**src/design/spld_pkg.sv**
```systemverilog
// Package for the six-position ladder switch debouncer.
// Holds register indexes, field widths, reset values and the small decode functions.
// No dependencies.
package spld_pkg;

  localparam int SampleWidth    = 12;
  localparam int PosWidth       = 3;
  localparam int MaskWidth      = 6;
  localparam int CountWidth     = 3;
  localparam int IndicatorWidth = 13;
  localparam int CfgIndexWidth  = 3;
  localparam int CfgDataWidth   = 12;
  localparam int InTdataWidth   = 16;
  localparam int OutTdataWidth  = 24;

  localparam logic [MaskWidth-1:0]      MaskAll        = 6'h3F;
  localparam logic [IndicatorWidth-1:0] IndicatorStep  = 13'd819;

  localparam logic [SampleWidth-1:0] ThreshPos1Reset = 12'd3800;
  localparam logic [SampleWidth-1:0] ThreshPos2Reset = 12'd3100;
  localparam logic [SampleWidth-1:0] ThreshPos3Reset = 12'd2300;
  localparam logic [SampleWidth-1:0] ThreshPos4Reset = 12'd1500;
  localparam logic [SampleWidth-1:0] ThreshPos5Reset = 12'd1000;
  localparam logic [SampleWidth-1:0] ThreshPos6Reset = 12'd400;
  localparam logic [CountWidth-1:0]  StableReset     = 3'd2;

  typedef enum logic [CfgIndexWidth-1:0] {
    REG_THRESH_POS1  = 3'd0,
    REG_THRESH_POS2  = 3'd1,
    REG_THRESH_POS3  = 3'd2,
    REG_THRESH_POS4  = 3'd3,
    REG_THRESH_POS5  = 3'd4,
    REG_THRESH_POS6  = 3'd5,
    REG_STABLE_COUNT = 3'd6
  } cfg_reg_t;

  typedef logic [PosWidth-1:0] position_t;

  // Active-low mask: position N clears bit N-1, position 0 leaves all ones.
  function automatic logic [MaskWidth-1:0] mask_for(input position_t pos);
    logic [MaskWidth-1:0] m;
    m = MaskAll;
    if (pos != '0 && pos <= position_t'(MaskWidth)) begin
      m[pos - position_t'(1)] = 1'b0;
    end
    return m;
  endfunction

  // 819 * (7 - pos), zero for position 0; a small constant table.
  function automatic logic [IndicatorWidth-1:0] indicator_for(input position_t pos);
    logic [IndicatorWidth-1:0] v;
    unique case (pos)
      3'd1:    v = IndicatorStep * 13'd6;
      3'd2:    v = IndicatorStep * 13'd5;
      3'd3:    v = IndicatorStep * 13'd4;
      3'd4:    v = IndicatorStep * 13'd3;
      3'd5:    v = IndicatorStep * 13'd2;
      3'd6:    v = IndicatorStep;
      default: v = '0;
    endcase
    return v;
  endfunction

endpackage

```
**src/design/six_position_ladder_switch_debouncer_unit.sv**
```systemverilog
// Six-position ladder switch debouncer: top level.
// Sample register, classify/debounce logic and result register in one module.
// Depends on spld_pkg.
//
// Path: an accepted sample is held in the sample register, then its result in the
//   result register, which drives the master side.
// Throughput: one sample per cycle; a stalled result back-pressures through the
//   sample register, so the slave side stays ready while that register can drain.
// Reset (rst, synchronous, active high): thresholds and stable count to their
//   defaults, debounce state cleared, mask all ones, sticky position zero.
module six_position_ladder_switch_debouncer_unit (
  input  logic                                clk,
  input  logic                                rst,
  // Slave side: tdata = adc_sample[11:0], zero padded to 16 bits
  input  logic                                s_tvalid,
  output logic                                s_tready,
  input  logic [spld_pkg::InTdataWidth-1:0]   s_tdata,
  // Master side: tdata = switch_mask[5:0], sticky_position[8:6],
  //   indicator_value[21:9], zero padded to 24 bits
  output logic                                m_tvalid,
  input  logic                                m_tready,
  output logic [spld_pkg::OutTdataWidth-1:0]  m_tdata,
  // Configuration write port
  input  logic                                cfg_wr_en,
  input  logic [spld_pkg::CfgIndexWidth-1:0]  cfg_index,
  input  logic [spld_pkg::CfgDataWidth-1:0]   cfg_data
);
  import spld_pkg::*;

  // Configuration registers
  logic [SampleWidth-1:0] thresh_pos1, thresh_pos2, thresh_pos3;
  logic [SampleWidth-1:0] thresh_pos4, thresh_pos5, thresh_pos6;
  logic [CountWidth-1:0]  stable_samples;

  always_ff @(posedge clk) begin
    if (rst) begin
      thresh_pos1    <= ThreshPos1Reset;
      thresh_pos2    <= ThreshPos2Reset;
      thresh_pos3    <= ThreshPos3Reset;
      thresh_pos4    <= ThreshPos4Reset;
      thresh_pos5    <= ThreshPos5Reset;
      thresh_pos6    <= ThreshPos6Reset;
      stable_samples <= StableReset;
    end else if (cfg_wr_en) begin
      unique case (cfg_reg_t'(cfg_index))
        REG_THRESH_POS1:  thresh_pos1    <= cfg_data;
        REG_THRESH_POS2:  thresh_pos2    <= cfg_data;
        REG_THRESH_POS3:  thresh_pos3    <= cfg_data;
        REG_THRESH_POS4:  thresh_pos4    <= cfg_data;
        REG_THRESH_POS5:  thresh_pos5    <= cfg_data;
        REG_THRESH_POS6:  thresh_pos6    <= cfg_data;
        REG_STABLE_COUNT: stable_samples <= cfg_data[CountWidth-1:0];
        default: ;  // unused index: write dropped
      endcase
    end
  end

  // Sample register
  logic                   smp_valid;
  logic [SampleWidth-1:0] smp_data;
  logic                   advance;

  // A sample moves on when the result register is empty or being drained.
  assign advance  = smp_valid && (!m_tvalid || m_tready);
  assign s_tready = !smp_valid || advance;

  always_ff @(posedge clk) begin
    if (rst) begin
      smp_valid <= 1'b0;
    end else if (s_tready) begin
      smp_valid <= s_tvalid;
    end
  end

  always_ff @(posedge clk) begin
    if (s_tvalid && s_tready) begin
      smp_data <= s_tdata[SampleWidth-1:0];
    end
  end

  // Classification: first threshold passed wins, whatever their order.
  position_t cur_pos;
  always_comb begin
    priority if (smp_data > thresh_pos1) cur_pos = 3'd1;
    else if (smp_data > thresh_pos2)     cur_pos = 3'd2;
    else if (smp_data > thresh_pos3)     cur_pos = 3'd3;
    else if (smp_data > thresh_pos4)     cur_pos = 3'd4;
    else if (smp_data > thresh_pos5)     cur_pos = 3'd5;
    else if (smp_data > thresh_pos6)     cur_pos = 3'd6;
    else                                 cur_pos = 3'd0;
  end

  // Debounce state; committed mask, held position and indicator double as
  // the result register.
  position_t                last_seen, last_seen_next;
  logic [CountWidth-1:0]    debounce_count, debounce_count_next;
  logic [MaskWidth-1:0]     committed_mask, committed_mask_next;
  position_t                held_pos, held_pos_next;
  logic [IndicatorWidth-1:0] indicator, indicator_next;

  always_comb begin
    last_seen_next      = last_seen;
    debounce_count_next = debounce_count;
    committed_mask_next = committed_mask;
    held_pos_next       = held_pos;
    if (cur_pos != last_seen) begin
      // new position: reload the countdown
      last_seen_next      = cur_pos;
      debounce_count_next = stable_samples;
    end else if (debounce_count != '0) begin
      debounce_count_next = debounce_count - CountWidth'(1);
      if (debounce_count == CountWidth'(1)) begin
        committed_mask_next = mask_for(cur_pos);
        if (cur_pos != '0) begin
          held_pos_next = cur_pos;
        end
      end
    end
    indicator_next = indicator_for(held_pos_next);
  end

  always_ff @(posedge clk) begin
    if (rst) begin
      last_seen      <= '0;
      debounce_count <= '0;
      committed_mask <= MaskAll;
      held_pos       <= '0;
      indicator      <= '0;
      m_tvalid       <= 1'b0;
    end else begin
      if (advance) begin
        last_seen      <= last_seen_next;
        debounce_count <= debounce_count_next;
        committed_mask <= committed_mask_next;
        held_pos       <= held_pos_next;
        indicator      <= indicator_next;
      end
      if (advance) begin
        m_tvalid <= 1'b1;
      end else if (m_tready) begin
        m_tvalid <= 1'b0;
      end
    end
  end

  assign m_tdata = {2'b00, indicator, held_pos, committed_mask};

  // Mask never has more than one switch asserted.
  a_mask_one_hot_low: assert property (@(posedge clk) disable iff (rst)
    $countones(~committed_mask) <= 1)
    else $error("switch mask has more than one bit low");

  // Indicator tracks the held position.
  a_indicator_match: assert property (@(posedge clk) disable iff (rst)
    indicator == indicator_for(held_pos))
    else $error("indicator out of step with held position");

  // A changed position reloads the countdown from the configured count.
  a_reload: assert property (@(posedge clk) disable iff (rst)
    advance && (cur_pos != last_seen) |=> debounce_count == $past(stable_samples))
    else $error("debounce countdown not reloaded on change");

  // A stalled result keeps the state frozen.
  a_stall_hold: assert property (@(posedge clk) disable iff (rst)
    m_tvalid && !m_tready |=> $stable(held_pos) && $stable(debounce_count))
    else $error("state moved while result stalled");

endmodule
```
**config.mk**
```make
export PLATFORM = sky130hd
export DESIGN_NAME = six_position_ladder_switch_debouncer_unit
export DESIGN_NICKNAME = d
export VERILOG_FILES = /design/src/design/spld_pkg.sv /design/src/design/six_position_ladder_switch_debouncer_unit.sv
export SDC_FILE = /design/constraint.sdc
export NUM_CORES = 1
export LEC_CHECK = 0
export ABC_AREA = 1
export BUFFER_PORTS_ARGS = -buffer_cell sky130_fd_sc_hd__buf_2
export CAP_MARGIN = 20
export CORE_MARGIN = 1.5
export CORE_UTILIZATION = 47
export DETAILED_ROUTE_END_ITERATION = 8
export PLACE_DENSITY = 0.66
export SLEW_MARGIN = 20
export SYNTH_ARGS = -nofsm -noshare
export SYNTH_HDL_FRONTEND = slang
export SYNTH_SLANG_ARGS = --single-unit
```
**constraint.sdc**
```tcl
create_clock -name clk -period 4.1 [get_ports clk]
set_input_delay 0.205 -clock clk [delete_from_list [all_inputs] [get_ports clk]]
set_output_delay 0.205 -clock clk [all_outputs]
set_load 0.03 [all_outputs]
```
# After elaboration in Yosys (flattened, before gate mapping)

Index checks and enable logic that the tools add are counted.
Widths: inputs -> output; s select.

Add/subtract/negate cells: 2
Magnitude comparators: 9
Equality and inequality tests: 14
Muxes and demuxes: 18
Bitwise logic cells: 2
Reductions and logical operators: 23

Operators by type and width:

| kind                | number |
|---|---|
| $pmux 13 s6         | 1 |
| $gt 12x12->1        | 6 |
| $mux 3              | 12 |
| $eq 3x3->1 const B  | 6 |
| $reduce_and 2->1    | 9 |
| $eq 3x2->1 const B  | 4 |
| $eq 3x1->1 const B  | 3 |
| $mux 6              | 1 |
| $not 6->6           | 1 |
| $reduce_bool 3->1   | 2 |
| $sub 3x1->3 const B | 2 |
| $logic_and 1x1->1   | 4 |
| $lt 3x4->1 const B  | 1 |
| $reduce_and 4->1    | 1 |
| $reduce_bool 2->1   | 2 |
| $demux 1 s3         | 1 |
| $ge 3x1->1 const B  | 1 |
| $le 3x3->1 const B  | 1 |
| $logic_not 3->1     | 1 |
| $mux 1              | 3 |
| $ne 3x3->1          | 1 |
| $logic_not 1->1     | 2 |
| $logic_or 1x1->1    | 2 |
| $not 1->1           | 1 |

Register bits after elaboration: 117
Input port bits: 36
Output and inout bits: 26

# Depth between registers and ports, before layout

Gate-level depths: netlist of run 1.

Depth in word-level cells: 14
Mapped depth: 30

# Worst setup path before layout of run 1

OpenSTA, ideal clock, no wires.

Kind: flip-flop to flip-flop
From: register smp_data[11]
To: register indicator[10]
Setup time: 132 ps
Arrival: 3295 ps
Required time: 3968 ps
Setup slack: 673 ps
Stages on the path, launching flop included: 25
Clock period less this slack: 3427 ps
Cells stage by stage: edfxtp_1 -> ha_1 -> nand2_1 -> nor2_2 -> nand2_1 -> a21oi_1 -> nor2_1 -> nor2_1 -> nand2_1 -> nand2_1 -> nand2_1 -> nand2_2 -> inv_1 -> ha_1 -> ha_1 -> nor3_1 -> nand2_2 -> o21ai_2 -> inv_1 -> ha_1 -> or2_2 -> nand3_1 -> nand2_1 -> nand2_1 -> a21oi_2

Cells in the longest elaborated chain, start to end: 14
Elaborated cells on any way between the ends: 25

RTL lines:

| item                                     | line                                             | text |
|---|---|---|
| from (decl)                              | six_position_ladder_switch_debouncer_unit.sv:60  | `logic [SampleWidth-1:0] smp_data;` |
| from (signal assigned)                   | six_position_ladder_switch_debouncer_unit.sv:77  | `smp_data <= s_tdata[SampleWidth-1:0];` |
| $gt 12x12->1                             | six_position_ladder_switch_debouncer_unit.sv:89  | `else if (smp_data > thresh_pos6) cur_pos = 3'd6;` |
| $mux 3                                   | six_position_ladder_switch_debouncer_unit.sv:89  |  |
| $mux 3                                   | six_position_ladder_switch_debouncer_unit.sv:88  | `else if (smp_data > thresh_pos5) cur_pos = 3'd5;` |
| $mux 3                                   | six_position_ladder_switch_debouncer_unit.sv:87  | `else if (smp_data > thresh_pos4) cur_pos = 3'd4;` |
| $mux 3                                   | six_position_ladder_switch_debouncer_unit.sv:86  | `else if (smp_data > thresh_pos3) cur_pos = 3'd3;` |
| $mux 3                                   | six_position_ladder_switch_debouncer_unit.sv:85  | `else if (smp_data > thresh_pos2) cur_pos = 3'd2;` |
| $mux 3 (*)                               | six_position_ladder_switch_debouncer_unit.sv:84  | `priority if (smp_data > thresh_pos1) cur_pos = 3'd1;` |
| $reduce_bool 3->1                        | six_position_ladder_switch_debouncer_unit.sv:114 | `if (cur_pos != '0) begin` |
| $mux 3                                   | six_position_ladder_switch_debouncer_unit.sv:114 |  |
| $mux 3                                   | six_position_ladder_switch_debouncer_unit.sv:112 | `if (debounce_count == CountWidth'(1)) begin` |
| $mux 3                                   | six_position_ladder_switch_debouncer_unit.sv:110 | `end else if (debounce_count != '0) begin` |
| $mux 3 (*)                               | six_position_ladder_switch_debouncer_unit.sv:106 | `if (cur_pos != last_seen) begin` |
| via held_pos_next[0]                     | six_position_ladder_switch_debouncer_unit.sv:98  | `position_t held_pos, held_pos_next;` |
| $eq 3x3->1, or another cell as far along | spld_pkg.sv:52                                   | `unique case (pos)` |
| $pmux 13 s6 (*)                          | spld_pkg.sv:52                                   |  |
| to (signal assigned)                     | six_position_ladder_switch_debouncer_unit.sv:136 | `indicator <= indicator_next;` |
| to (decl)                                | six_position_ladder_switch_debouncer_unit.sv:99  | `logic [IndicatorWidth-1:0] indicator, indicator_next;` |

Mark *: on every way through the listed nets, which the timed path passes. The rest lies on a longest branch.
A chain may end at the register's enable or synchronous reset.

# Worst setup path after layout of run 1

From: register smp_data[6]
To: register indicator[11]

The elaborated chain is that of the path after synthesis.

==> results of run 1 <==
-- layer usage --
| layer | up-vias | track usage |
|---|---|---|
| met5 | - | 0 |
| met4 | 0 | 0.0489 |
| met3 | 10 | 0.0417 |
| met2 | 77 | 0.307 |
| met1 | 2288 | 0.275 |
| li1 | 2783 | - |
-- kinds of logic (layout without fill, tap and decap cells) --
kind of cell             after synthesis  after routing
AO/OA/AOI/OAI                        181            181
buffers and inverters                176            234
flip-flops                           110            110
AND/OR/NAND/NOR                      281            281
other                                  1              2
adder cells (fa/ha/maj)               82             82
-- through the flow --
step                setup WS (ns)  utilization  instance area [µm²]  hold WS [ns]  std cells
floorplan                   0.673            -                 6350         0.304        832
global placement            0.332        0.512                 6760         0.382       1042
detailed placement          0.285        0.512                 6760         0.383       1042
CTS                         0.257        0.534                 7040      0.000160       1058
global route             -0.00135        0.545                 7190      0.000406       1066
finish                      0.276        0.545                 7190        0.0129       1066
-- worst max-delay path, cell delays in order (launching register included) --
cell	delay (ns)
edfxtp_1	0.54
ha_1	0.34
nand2_1	0.06
nor2_1	0.13
nand2_1	0.11
a21oi_1	0.13
nor2_1	0.06
nor2_1	0.09
nand2_1	0.07
nand2_1	0.06
nand2_1	0.08
nand2_2	0.08
inv_1	0.12
ha_1	0.23
ha_1	0.20
nor3_1	0.23
nand2_2	0.13
o21ai_4	0.18
inv_1	0.08
ha_1	0.20
or2_2	0.27
nand3_1	0.11
nand2_1	0.06
nand2_1	0.08
a21oi_2	0.06
-- power by group --
group | switching, W | internal (W) | leakage, nW
Clock | 0.000432 | 0.000427 | 0.141
Sequential | 0.0000302 | 0.00114 | 0.917
Combinational | 0.000332 | 0.000184 | 2.55
-- area by class of cell --
class | count | area [µm²] | share of cell area
clock buffers | 9 | 225 | 0.0313
clock inverters | 7 | 61.3 | 0.00853
inverters | 148 | 556 | 0.0773
multi-input cells | 546 | 3400 | 0.474
flip-flops and latches | 110 | 2320 | 0.323
well taps | 176 | 220 | 0.0306
repair buffers | 70 | 400 | 0.0557
-- registers in the layout, summed over array words and instances (netlist names), 6 cells and up --
register        cells
smp_data           12
thresh_pos1        12
thresh_pos2        12
thresh_pos3        12
thresh_pos4        12
thresh_pos5        12
thresh_pos6        12
committed_mask      6
indicator           6
-- worst paths after layout --
kind                                           to              start  depth (start not counted)  slack [ns]
worst max-delay path                indicator[11]        smp_data[6]                         24        0.28
worst max register to register      indicator[11]        smp_data[6]                         24        0.28
worst min-delay path                  smp_data[3]         s_tdata[3]                          1        0.01
worst min register to register  committed_mask[2]  committed_mask[2]                          2        0.46
-- repair_timing --
| item | CTS | global route |
|---|---|---|
| hold buffers | 0 | 5 |
| endpoints found under the setup margin | 0 | 2 |
| setup buffers | 0 | 3 |
| endpoints found under the hold margin | 0 | 5 |
| resized for setup | 0 | 6 |
-- layout by cell type (no fill, tap or decap), types with 3 or more instances in the layout --
cell type / n
inv_1: 139
dlygate4sd3_1: 5
nand3_1: 16
nand3_2: 3
a21o_1: 5
o21ai_0: 62
nor2_2: 7
nand4_1: 6
ha_4: 5
inv_6: 3
buf_4: 10
o211ai_1: 28
nand2_1: 159
nand2_2: 17
dfxtp_1: 98
buf_2: 55
edfxtp_1: 12
a21oi_1: 74
ha_1: 77
nor3_1: 3
nand2_4: 5
inv_2: 7
clkbuf_16: 9
a21oi_2: 3
nor2_1: 55
==> metrics.txt, run 1 <==
share of cells above drive strength 1=0.156; status=complete, no violations; register bit total from synthesis=110; Leak Pwr=3.61 nW; I/O Pins=62; critical path class=flip-flop to flip-flop; largest family of logic cells by synthesized area=simple AND/OR/NAND/NOR gates; initial antenna violation count=0; synth cell count leaders=nand2_1 (159), inv_1 (140), dfxtp_1 (98); core area=0.0132 mm²; met1 wire length=6.95 mm; Final Critical Period=3.82 ns; mux contribution to synthesized area=0; post-synthesis simple-gate area fraction=0.201; VDD IR-drop max=272 µV; Initial Util=0.481; Synth warnings=0; GRT overflow=0; Layout fillers=1251; CTS Buf Count=9; # port buffers=55; Final Wtd Congestion=0.795; hpwl dp=10.1 mm; Fin Setup TNS=0 ns; CP max FO=6; GRT Overall Usage=0.196; DRC=0; crit start category=flip-flop; largest net degree at the start of global routing=48; largest area contributor in the netlist=dfxtp_1; final WL=13.6 mm; # setup viols final=0; Longest Clk Path Bufs=2; clock skew=0.00838 ns; highest routed layer=met4; Routed met3 length=599 µm; CTS Sinks=110; # rows=42; Die ar.=0.0142 mm²; Synth Area in XOR/XNOR=0; post-synthesis adder-cell area fraction=0.162; Post-Syn Area=0.00635 mm²; die height=119 µm; Avg WL per Cell=12.8 µm; ANT cells=0; syn avg cell area=7.64 µm²; Worst-path clk slew=0.08 ns; max-capacitance violation count=0; CTS root buffer=clkbuf_16; crit end category=flip-flop; Initial DRT Pass Iterations=6; post-DR vias/cell=4.84; largest cells by area after synthesis=dfxtp_1 (31%), ha_1 (16%), nand2_1 (9.4%); Final Hold Viols=0; post-route ant nets=0; hold crit path type=primary input to flip-flop; CTS HTree Levels=3; critical path arrival=4.06 ns; Worst Tran Pin Value=0.648 ns; routed vias=5158; worst path required time=4.34 ns; Syn Inst Count=831; Peak Freq=0.261 GHz; register area share after synthesis=0.366; fraction of registers with async set/reset=0; worst skew pair latency=0.36 ns; routed wl met2=5.97 mm; vias in the first global route=4505; Compound-Gate Fraction of Synth Area=0.161; Cell variety after synth=37; number of synthesized flops with an enable pin=12; CTS tree=built; die width=119 µm; Final period util=0.933; Primary FF master, synth=dfxtp_1; top cell type's share of synthesized area=0.309; max_slew headroom=0.567; Nets=1003; PnR Total Power=0.00254 W; most numerous cell in the Yosys netlist=nand2_1; Slew Limit Fails=0; area growth from synthesis to layout=13.2%; first-pass GRT wire length=21.9 mm; Iteration-0 DRC Markers=323; power per cell area=353 mW/mm²
Power figures use the tool's default switching activity.
==> run 2, diff against run 1 <==
CORE_ASPECT_RATIO = 1.2   (was not set)
CORE_UTILIZATION = 60   (was 47)
PLACE_DENSITY = 0.81   (was 0.66)
==> run 2 against run 1 <==
  * Register-to-register slack lost 0.07 ns
  * Global-route usage grew 7.5 points
  * Clock skew shrank 0.0023 ns
  * Final area shrank 0.52%
  * Flip-flop and latch count is the same
  * First-iteration DRC count shrank 35%
  * Sequential share of layout area grew 0.17 points
  * Highest routed layer unchanged
  * Critical endpoint unchanged
==> metrics.txt, run 2 (synthesis results as in run 1) <==
Final period util=0.951 (+0.0182); CP max FO=5 (-1); Worst Tran Pin Value=1.01 ns (+0.361 ns); commonest non-fill, non-tap cell in the layout=nand2_1; routed vias=5585 (+8.3%); core area=0.0102 mm² (-23%); Switching Share=0.292 (-0.0205); area growth from synthesis to layout=12.7%; final WL=14.8 mm (+8.9%); Leak Pwr=3.61 nW (+0.12%); Die ar.=0.0112 mm² (-21%); Post-CTS Hold Buffers=0 (unchanged); ANT cells=0 (unchanged); die width=96.9 µm (-19%); VDD IR-drop max=289 µV (+6.4%); worst path required time=4.33 ns (about the same); clock power share=0.352 (+0.014); # setup viols final=0 (unchanged); vias in the first global route=5542 (+23%); Internal=0.00186 W (+6.3%); share of cells above drive strength 1=0.161 (+0.00504); combinational fraction of design power=0.202 (about the same); Longest Clk Path Bufs=2 (unchanged); hold crit path type=primary input to flip-flop; Placed Instances=989 (-5.1%); first-pass GRT wire length=24.5 mm (+12%); # port buffers=55 (unchanged); Critical R2R Capture=indicator[11]; Iteration-0 DRC Markers=209 (-35%); Final Wtd Congestion=0.876 (+10%); start point of the critical path=smp_data[11]; largest net degree at the start of global routing=48 (unchanged); crit start category=flip-flop; most frequent cells in the layout=nand2_1 (159), inv_1 (138), dfxtp_1 (98); WHS=0.0227 ns (+0.00980 ns); Initial DRT Pass Iterations=5 (-1); max_slew headroom=0.325 (-0.242); initial antenna violation count=0 (unchanged); CTS Buf Count=9 (unchanged); CTS HTree Levels=3 (unchanged); Final Hold Viols=0 (unchanged); crit end category=flip-flop; critical path class=flip-flop to flip-flop; Reg2Reg Depth=24 (unchanged); worst r2r src=smp_data[11]; power per cell area=367 mW/mm² (+3.8%); I/O Pins=62 (unchanged); clock skew=0.00608 ns (-0.00230 ns); CTS Sinks=110 (unchanged); Slew Limit Fails=0 (unchanged); die height=116 µm (-3.0%); sequential share of power=0.446 (-0.013); Nets=1000 (-0.30%); post-route ant nets=0 (unchanged); status=complete, no violations; GRT Overall Usage=0.271 (+0.0750); Fin Setup TNS=0 ns (unchanged); final worst slack=0.201 ns (-0.0748 ns); Peak Freq=0.256 GHz (-1.9%); CTS tree=built; GRT overflow=0 (unchanged); Initial Util=0.625 (+0.144); non-filler cells, final=1013 (-5.0%); post-DR vias/cell=5.51 (+14%); Avg WL per Cell=14.7 µm (+15%); Psw=0.000766 W (-3.5%); Final Critical Period=3.90 ns (+0.0748 ns); Worst-path clk slew=0.07 ns (about the same); pre-CTS setup slack=0.151 ns (-0.134 ns); max-capacitance violation count=0 (unchanged); critical path arrival=4.13 ns (+0.07 ns); r2r setup slk=0.20 ns (-0.07 ns); critical path capture point=indicator[11]; DRC=0 (unchanged); CTS root buffer=clkbuf_16; hpwl dp=11.0 mm (+9.5%); worst skew pair latency=0.35 ns (about the same); # rows=40 (-4.8%)
==> run 2: metal layers <==
layer / GRT usage / vias to the layer above / wire length (µm)
li1: - / 2792 / -
met1: 0.305 / 2606 / 6180
met2: 0.499 / 147 / 7440
met3: 0.0410 / 40 / 665
met4: 0.143 / 0 / 563
met5: 0 / - / 0
==> run 2: worst min-delay path by stage <==
stage          startpoint     endpoint  slack, ns  depth (start not counted)
6_report       s_tdata[1]  smp_data[1]       0.02                          1
5_1_grt        s_tdata[8]  smp_data[8]       0.02                          1
4_1_cts        s_tdata[1]  smp_data[1]       0.02                          1
3_5_place_dp   s_tdata[1]  smp_data[1]       0.38                          1
3_3_place_gp   s_tdata[1]  smp_data[1]       0.38                          1
2_1_floorplan  s_tdata[0]  smp_data[0]       0.30                          0
==> run 2: area by class of cell <==
cell class	instances	area, µm²
clock inverters	7	87.6
repair buffers	67	378
flip-flops and latches	110	2320
fillers	787	3010
inverters	148	556
clock buffers	9	225
well taps	126	158
multi-input cells	546	3430
==> run 2: power by group through the flow <==
| stage | Combinational [W] | Clock [W] | Sequential, W |
|---|---|---|---|
| CTS | 0.000501 | 0.000936 | 0.00117 |
| floorplan | 0.000370 | 0 | 0.00120 |
| global route | 0.000600 | 0.000980 | 0.00117 |
| detailed placement | 0.000496 | 0 | 0.00119 |
| finish | 0.000531 | 0.000923 | 0.00117 |
| global placement | 0.000466 | 0 | 0.00119 |
==> run 2: metrics by stage <==
step	total power (W)	instance area [µm²]	util
detailed placement	0.00169	6670	0.657
floorplan	0.00157	6350	-
finish	0.00262	7150	0.704
CTS	0.00261	6990	0.688
global route	0.00275	7150	0.704
global placement	0.00166	6670	0.657
==> run 2: critical path, cell delays in order, from the launching register on <==
cell and delay, ns:
edfxtp_1 0.53, buf_4 0.20, ha_1 0.29, nand2_1 0.08, nor2_2 0.12, and2_4 0.16
nand2_1 0.06, nand3_2 0.07, nand2_2 0.07, nand2_2 0.10, clkinv_1 0.08, o21ai_2 0.08
nand2_2 0.12, ha_1 0.20, ha_1 0.23, nor3_2 0.14, nand2_2 0.12, o21ai_4 0.23
inv_1 0.10, ha_1 0.22, or2_2 0.27, nand3_1 0.11, nand2_1 0.06, nand2_1 0.08
a21oi_2 0.06
==> run 2: repair_timing <==
item,4_1_cts,5_1_grt
endpoints found under the setup margin,0,2
buffers inserted,0,8
resized for setup,0,11
